### config.mk
export PLATFORM = sky130hd
export DESIGN_NAME = sasr_stats
export DESIGN_NICKNAME = d
export VERILOG_FILES = /design/src/rtl/sasr_pkg.sv /design/src/rtl/sasr_stats.sv
export SDC_FILE = /design/constraint.sdc
export NUM_CORES = 1
export LEC_CHECK = 0
export ABC_CLOCK_PERIOD_IN_PS = 9490
export BUFFER_PORTS_ARGS = -buffer_cell sky130_fd_sc_hd__buf_2
export CORE_MARGIN = 4
export CORE_UTILIZATION = 43
export CTS_BUF_LIST = sky130_fd_sc_hd__clkbuf_8
export DETAILED_ROUTE_END_ITERATION = 16
export GPL_TIMING_DRIVEN = 0
export HOLD_SLACK_MARGIN = 0.06
export PLACE_DENSITY = 0.79
export SLEW_MARGIN = 5
export SYNTH_ARGS = -nofsm -noshare
export SYNTH_HDL_FRONTEND = slang
export SYNTH_SLANG_ARGS = --single-unit
### constraint.sdc
create_clock -name aclk -period 9.49 [get_ports aclk]
set_input_delay 1.898 -clock aclk [delete_from_list [all_inputs] [get_ports aclk]]
set_output_delay 1.898 -clock aclk [all_outputs]
set_load 0.02 [all_outputs]
### src/rtl/sasr_pkg.sv
// ----------------------------------------------------------------------------
// sasr_pkg
// Shared types and constants of the sequenced audio sample ring.
// ----------------------------------------------------------------------------
package sasr_pkg;

    localparam int CAPACITY_DEFAULT    = 4096;
    localparam int SAMPLE_BITS_DEFAULT = 16;

    localparam int SAMPLE_W   = 16;
    localparam int SEQ_W      = 64;
    localparam int CNT_W      = 64;
    localparam int OFFSET_W   = 12;
    localparam int TAG_W      = 4;
    localparam int CHCNT_W    = 5;
    localparam int HWM_W      = 13;
    localparam int CFG_DATA_W = 5;
    localparam int CFG_IDX_W  = 1;

    typedef enum logic [1:0] {
        REQ_WRITE       = 2'd0,
        REQ_WRITE_IL    = 2'd1,
        REQ_READ_SEQ    = 2'd2,
        REQ_READ_LATEST = 2'd3
    } req_type_e_t;

    typedef enum logic [1:0] {
        STAT_OK      = 2'd0,
        STAT_UNAVAIL = 2'd1,
        STAT_IGNORED = 2'd2
    } status_t;

    typedef enum logic [CFG_IDX_W-1:0] {
        CFG_CHANNEL_COUNT    = 1'b0,
        CFG_SELECTED_CHANNEL = 1'b1
    } cfg_reg_t;

    typedef enum logic [1:0] {
        ST_IDLE,
        ST_EXEC,
        ST_READ
    } state_t;

    // counter update request for one item
    typedef struct packed {
        logic store;
        logic close;
    } stats_cmd_t;

    // counter values as seen on the result channel
    typedef struct packed {
        logic [CNT_W-1:0] committed;
        logic [CNT_W-1:0] dropped;
        logic [HWM_W-1:0] hwm;
        logic [CNT_W-1:0] batches;
    } stats_t;

endpackage

### src/rtl/sasr_stats.sv
// ----------------------------------------------------------------------------
// sasr_stats
// Committed, dropped, high-watermark and batch counters with open batch length.
// ----------------------------------------------------------------------------
module sasr_stats #(
    parameter int CAPACITY = sasr_pkg::CAPACITY_DEFAULT
) (
    input  logic                aclk,
    input  logic                aresetn,
    input  sasr_pkg::stats_cmd_t cmd,
    output sasr_pkg::stats_t    cur,
    output sasr_pkg::stats_t    nxt
);

    localparam int LEN_W = $clog2(CAPACITY + 1);

    logic [sasr_pkg::CNT_W-1:0] committed_reg, committed_next;
    logic [sasr_pkg::CNT_W-1:0] dropped_reg, dropped_next;
    logic [sasr_pkg::CNT_W-1:0] batches_reg, batches_next;
    logic [LEN_W-1:0]           peak_reg, peak_next;
    logic [LEN_W-1:0]           len_reg, len_next;

    logic             len_full;
    logic [LEN_W-1:0] len_step;
    logic [LEN_W-1:0] fill;

    always_comb begin
        len_full       = (len_reg == LEN_W'(CAPACITY));
        committed_next = committed_reg + sasr_pkg::CNT_W'(cmd.store);
        dropped_next   = dropped_reg + sasr_pkg::CNT_W'(cmd.store && len_full);
        len_step       = (cmd.store && !len_full) ? len_reg + LEN_W'(1) : len_reg;
        fill           = (committed_next >= sasr_pkg::CNT_W'(CAPACITY)) ?
                         LEN_W'(CAPACITY) : committed_next[LEN_W-1:0];
        peak_next      = peak_reg;
        batches_next   = batches_reg;
        len_next       = len_step;
        // an end mark on an empty batch changes nothing
        if (cmd.close && (len_step != '0)) begin
            peak_next    = (fill > peak_reg) ? fill : peak_reg;
            batches_next = batches_reg + sasr_pkg::CNT_W'(1);
            len_next     = '0;
        end
    end

    always_ff @(posedge aclk) begin
        if (!aresetn) begin
            committed_reg <= '0;
            dropped_reg   <= '0;
            batches_reg   <= '0;
            peak_reg      <= '0;
            len_reg       <= '0;
        end else begin
            committed_reg <= committed_next;
            dropped_reg   <= dropped_next;
            batches_reg   <= batches_next;
            peak_reg      <= peak_next;
            len_reg       <= len_next;
        end
    end

    always_comb begin
        cur.committed = committed_reg;
        cur.dropped   = dropped_reg;
        cur.hwm       = sasr_pkg::HWM_W'(peak_reg);
        cur.batches   = batches_reg;
        nxt.committed = committed_next;
        nxt.dropped   = dropped_next;
        nxt.hwm       = sasr_pkg::HWM_W'(peak_next);
        nxt.batches   = batches_next;
    end

endmodule

==> impl_results.html <==
<table>
<tr><th>Metric</th><th>Value</th></tr>
<tr><th colspan="2">Routing</th></tr>
<tr><td>Number of optimization iterations in the first detailed-route pass</td><td>7</td></tr>
<tr><td>DRC</td><td>0</td></tr>
<tr><td>Wire length after detailed routing</td><td>approximately 39,000 µm</td></tr>
<tr><td>Via count</td><td>~12,000</td></tr>
<tr><td>Average detailed-routed wire length per instance</td><td>17.92 µm</td></tr>
<tr><td>Post-route ant nets</td><td>0</td></tr>
<tr><td>Number of vias per cell</td><td>about 5.5</td></tr>
<tr><td>Initial drt markers</td><td>675</td></tr>
<tr><th colspan="2">Yosys</th></tr>
<tr><td>Gate count of the mapped netlist</td><td>between 1,000 and 1,500</td></tr>
<tr><td>Post-synth top area cell</td><td>sky130_fd_sc_hd__dfxtp_1</td></tr>
<tr><td>Number of library cell types mapped by synthesis</td><td>59</td></tr>
<tr><td>Share of the yosys chip area belonging to registers</td><td>0.3736</td></tr>
<tr><td>Count of state elements after synthesis</td><td>218</td></tr>
<tr><td>EDFF count, synth</td><td>0</td></tr>
<tr><td>Most area-consuming cells after synthesis</td><td>sky130_fd_sc_hd__dfxtp_1 37%, sky130_fd_sc_hd__and2_1 10%, sky130_fd_sc_hd__xnor2_1 7.6%, sky130_fd_sc_hd__xor2_1 6.3%, sky130_fd_sc_hd__nand4_1 3.7%</td></tr>
<tr><td>Count of warnings emitted by yosys</td><td>0</td></tr>
<tr><td>Most used flip-flop cell after synthesis</td><td>sky130_fd_sc_hd__dfxtp_1</td></tr>
<tr><td>Mapped Avg Cell Area</td><td>around 8.5 µm²</td></tr>
<tr><td>Post-Synthesis Net Count</td><td>1,403</td></tr>
<tr><td>Async set-reset flop share out of synthesis</td><td>0</td></tr>
<tr><td>Synthesized area</td><td>approximately 0.012 mm²</td></tr>
<tr><td>Area share of the largest cell type after synthesis</td><td>0.3736</td></tr>
<tr><th colspan="2">Critical path</th></tr>
<tr><td>Worst Setup Start Kind</td><td>primary input</td></tr>
<tr><td>Path depth of the worst reg2reg path</td><td>23</td></tr>
<tr><td>Required time of the worst setup path</td><td>7.59 ns</td></tr>
<tr><td>Capturing instance or port of the critical path</td><td>nxt[67]</td></tr>
<tr><td>Setup slack of the worst register-to-register path</td><td>just under 4 ns</td></tr>
<tr><td>Endpoint of the worst-slack reg-to-reg timing path</td><td>peak_reg[12]</td></tr>
<tr><td>Signal arrival time at the worst endpoint</td><td>approximately 7.4 ns</td></tr>
<tr><td>Crit. End Element</td><td>output port</td></tr>
<tr><td>Crit-path max FO</td><td>10</td></tr>
<tr><td>Type of the worst setup path</td><td>in -&gt; out</td></tr>
<tr><td>Worst flop-to-flop path startpoint</td><td>committed_reg[0]</td></tr>
<tr><td>Origin of the worst setup path</td><td>cmd[1]</td></tr>
<tr><th colspan="2">GRT</th></tr>
<tr><td>Antenna violations before repair</td><td>0</td></tr>
<tr><td>First-pass GRT wire length</td><td>approximately 63,000 µm</td></tr>
<tr><td>Pin count of the biggest net entering global routing</td><td>11</td></tr>
<tr><td>Number of global-route vias before repair</td><td>11,827</td></tr>
<tr><td>Remaining global-route overflow</td><td>0</td></tr>
<tr><td>Total GRT Usage</td><td>0.2498</td></tr>
<tr><th colspan="2">Finish</th></tr>
<tr><td>Antenna diode count</td><td>0</td></tr>
<tr><td>Final instance area</td><td>0.01507 mm²</td></tr>
<tr><td>Number of nets in the layout</td><td>1,860</td></tr>
<tr><td>Post-layout util</td><td>0.5622</td></tr>
<tr><td>Share of post-route cells with drive strength above 1</td><td>0.2845</td></tr>
<tr><td>Final cell count without fillers</td><td>around 2,200</td></tr>
<tr><td>Area Growth Syn to Fin</td><td>29.00%</td></tr>
<tr><th colspan="2">Floorplan</th></tr>
<tr><td>Count of standard-cell rows</td><td>60</td></tr>
<tr><td>Top-level I/O count</td><td>414</td></tr>
<tr><td>Overall die area</td><td>0.02986 mm²</td></tr>
<tr><td>Starting density of the core</td><td>0.4358</td></tr>
<tr><td>Placeable core region</td><td>~0.027 mm²</td></tr>
<tr><td>Floorplan die height</td><td>172.8 µm</td></tr>
<tr><td>DIE WIDTH</td><td>roughly 170 µm</td></tr>
<tr><th colspan="2">Power and ir drop</th></tr>
<tr><td>Fraction of power consumed by sequential logic</td><td>0.477</td></tr>
<tr><td>Share of total power in the clock network</td><td>0.464</td></tr>
<tr><td>Net Sw Power</td><td>between 400 and 500 µW</td></tr>
<tr><td>Static Leakage</td><td>about 7.5 nW</td></tr>
<tr><td>Internal power component</td><td>around 1.4 mW</td></tr>
<tr><td>Fraction of power spent switching nets</td><td>0.2530</td></tr>
<tr><td>Worst IR drop on VDD</td><td>0.0001111 V</td></tr>
<tr><td>Power density of the placed cells</td><td>128.5 mW/mm²</td></tr>
<tr><td>Share of power burned in combinational logic</td><td>0.059</td></tr>
<tr><th colspan="2">Clock tree</th></tr>
<tr><td>CTS sink cnt</td><td>218</td></tr>
<tr><td>Insertion delay of the later-clocked pin in the worst-skew pair</td><td>around 0.54 ns</td></tr>
<tr><td>Clock tree from TritonCTS</td><td>yes</td></tr>
<tr><td>H-tree Lvls</td><td>2</td></tr>
<tr><td>Clock slew seen by the registers of the worst setup and hold paths</td><td>around 0.050 ns</td></tr>
<tr><td>Hold buffers post-CTS</td><td>0</td></tr>
<tr><td>Clock tree root buffer cell</td><td>sky130_fd_sc_hd__clkbuf_8</td></tr>
<tr><td>CTS Buffer Depth</td><td>3</td></tr>
<tr><td>TritonCTS Buffers</td><td>40</td></tr>
<tr><th colspan="2">Timing</th></tr>
<tr><td>Slew HR</td><td>0.2792</td></tr>
<tr><td>Setup TNS</td><td>0 ns</td></tr>
<tr><td>Minimum period implied by the final worst setup slack</td><td>~9.3 ns</td></tr>
<tr><td>Worst-margin pin slew</td><td>around 1.1 ns</td></tr>
<tr><td>Worst slack on hold paths</td><td>0.5222 ns</td></tr>
<tr><td>Number of hold violations in the final report</td><td>0</td></tr>
<tr><td>Max Clock Skew</td><td>about 0.018 ns</td></tr>
<tr><td>Number of max-slew violations in the final report</td><td>0</td></tr>
<tr><td>Final setup violation count</td><td>0</td></tr>
<tr><td>Final period util</td><td>0.9769</td></tr>
<tr><td>Peak clock frequency supported by timing</td><td>approximately 0.11 GHz</td></tr>
<tr><th colspan="2">Placement</th></tr>
<tr><td>Area after detailed placement</td><td>between 0.01 and 0.015 mm²</td></tr>
<tr><td>Number of buffers added on ports</td><td>a little over 400</td></tr>
<tr><td>Detailed placer's ending HPWL</td><td>30,380 µm</td></tr>
<tr><td>Number of placed instances with taps included</td><td>between 2,000 and 2,500</td></tr>
<tr><td>Final RePlAce weighted congestion</td><td>approximately 0.94</td></tr>
<tr><th colspan="2">Min path</th></tr>
<tr><td>Worst hold-check path type</td><td>reg -&gt; reg</td></tr>
<tr><td>Worst hold path startpoint</td><td>peak_reg[1]</td></tr>
<tr><td>Hold Path Stages</td><td>2</td></tr>
<tr><th colspan="2">Outcome</th></tr>
<tr><td>Result of the run</td><td>finished clean</td></tr>
<tr><th colspan="2">Job</th></tr>
<tr><td>Number of violations of the max-capacitance limit</td><td>0</td></tr>
</table>
metrics by stage:
stage / power, mW / worst slack [ns]
global placement: 1.049 / -0.4157
finish: 1.936 / 0.2194
global route: 2.009 / -0.01640
floorplan: 1.014 / 0.6018
CTS: 1.952 / 0.01788
detailed placement: 1.050 / -0.4777
layout make-up:
class	instances	area [µm²]
plain buffers	68	292.8
clock buffers	49	674.4
multi-input cells	1017	6809
inverters	74	277.8
fillers	2427	11730
well taps	341	426.7
flip-flops and latches	218	4364
repair buffers	417	2102
clock inverters	20	120.1
worst max-delay path, stage by stage:
cell	delay [ns]
sky130_fd_sc_hd__buf_2	0.13
sky130_fd_sc_hd__ha_2	0.24
sky130_fd_sc_hd__ha_1	0.21
sky130_fd_sc_hd__and3_2	0.24
sky130_fd_sc_hd__nand4_1	0.18
sky130_fd_sc_hd__buf_4	0.23
sky130_fd_sc_hd__o31a_1	0.29
sky130_fd_sc_hd__or4_1	0.56
sky130_fd_sc_hd__or4b_4	0.51
sky130_fd_sc_hd__nor4_4	0.36
sky130_fd_sc_hd__nand4_4	0.14
sky130_fd_sc_hd__buf_2	0.21
sky130_fd_sc_hd__nor3_1	0.16
sky130_fd_sc_hd__ha_1	0.28
sky130_fd_sc_hd__nor2b_1	0.14
sky130_fd_sc_hd__o21a_1	0.16
sky130_fd_sc_hd__o21a_1	0.16
sky130_fd_sc_hd__o21a_1	0.17
sky130_fd_sc_hd__o21ai_2	0.19
sky130_fd_sc_hd__a21o_1	0.20
sky130_fd_sc_hd__nor2_1	0.09
sky130_fd_sc_hd__clkbuf_4	0.22
sky130_fd_sc_hd__o32ai_1	0.15
sky130_fd_sc_hd__buf_2	0.23
worst min-delay path by stage:
stage                        to  slack (ns)
floorplan           len_reg[12]        0.50
global placement    peak_reg[6]        0.50
detailed placement  peak_reg[6]        0.51
CTS                 peak_reg[1]        0.52
global route        peak_reg[1]        0.54
finish              peak_reg[1]        0.52
cells in the mapped netlist (4+ instances only):
cell	n
sky130_fd_sc_hd__nand3_1	68
sky130_fd_sc_hd__and2_1	195
sky130_fd_sc_hd__nor2b_1	12
sky130_fd_sc_hd__o21ai_1	14
sky130_fd_sc_hd__nor4_1	49
sky130_fd_sc_hd__buf_2	6
sky130_fd_sc_hd__or3_1	7
sky130_fd_sc_hd__xnor2_1	102
sky130_fd_sc_hd__o32ai_1	6
sky130_fd_sc_hd__or4_1	9
sky130_fd_sc_hd__inv_1	74
sky130_fd_sc_hd__nor2_1	67
sky130_fd_sc_hd__o211ai_1	13
sky130_fd_sc_hd__nor3_1	58
sky130_fd_sc_hd__a31oi_1	4
sky130_fd_sc_hd__a21o_1	5
sky130_fd_sc_hd__nand4_1	70
sky130_fd_sc_hd__and3_1	29
sky130_fd_sc_hd__and4_1	28
sky130_fd_sc_hd__o21a_1	6
sky130_fd_sc_hd__clkbuf_1	57
sky130_fd_sc_hd__o31a_1	7
sky130_fd_sc_hd__dfxtp_1	218
sky130_fd_sc_hd__o32ai_2	6
sky130_fd_sc_hd__nand2b_1	4
sky130_fd_sc_hd__ha_1	20
sky130_fd_sc_hd__xor2_1	84
sky130_fd_sc_hd__nand2_1	87
sky130_fd_sc_hd__or2_2	12
sky130_fd_sc_hd__a21oi_1	5
sky130_fd_sc_hd__o21ai_0	8
logic make-up (layout without fill, tap and decap cells):
| group | Yosys count | count (layout) | synth area share |
|---|---|---|---|
| buf+inv | 144 | 628 | 0.04842 |
| xor+xnor | 186 | 186 | 0.1395 |
| simple gates | 721 | 721 | 0.3579 |
| compound gates | 86 | 86 | 0.05538 |
| fa+ha+maj | 20 | 20 | 0.02142 |
| mux | 4 | 4 | 0.003749 |
| flops | 218 | 218 | 0.3736 |
timing repair:
| item | CTS | global route |
|---|---|---|
| pin swaps | 2 | 5 |
| resized for setup | 11 | 14 |
| setup buffers | 2 | 2 |
| endpoints found under the setup margin | 13 | 13 |
metal layers:
layer  vias to the layer above  wire length (µm)  global-route usage
met1                      5669             15640              0.2945
met4                         0              1796              0.1061
li1                       5689                 -                   -
met5                         -                 0                   0
met3                       135              3204             0.06537
met2                       563             18850              0.4308
power by group through the flow:
stage / registers (mW) / clock network (mW) / logic, mW
after floorplan: 0.947 / 0 / 0.0672
after global placement: 0.943 / 0 / 0.106
after detailed placement: 0.943 / 0 / 0.107
after CTS: 0.923 / 0.919 / 0.110
after global routing: 0.924 / 0.961 / 0.124
final: 0.924 / 0.899 / 0.114
cell usage in the layout, fill, tap and decap left out, types with 13 or more instances in the layout:
master	instances
sky130_fd_sc_hd__buf_2	415
sky130_fd_sc_hd__dfxtp_1	218
sky130_fd_sc_hd__and2_1	195
sky130_fd_sc_hd__xnor2_1	102
sky130_fd_sc_hd__nand2_1	87
sky130_fd_sc_hd__inv_1	85
sky130_fd_sc_hd__xor2_1	84
sky130_fd_sc_hd__nand4_1	70
sky130_fd_sc_hd__nand3_1	68
sky130_fd_sc_hd__nor2_1	67
sky130_fd_sc_hd__nor3_1	58
sky130_fd_sc_hd__clkbuf_1	51
sky130_fd_sc_hd__clkbuf_8	49
sky130_fd_sc_hd__nor4_1	48
sky130_fd_sc_hd__and4_1	28
sky130_fd_sc_hd__and3_1	27
sky130_fd_sc_hd__ha_1	19
sky130_fd_sc_hd__o21ai_1	16
sky130_fd_sc_hd__o211ai_1	13
Note: power is estimated with default switching activity, not from simulation.
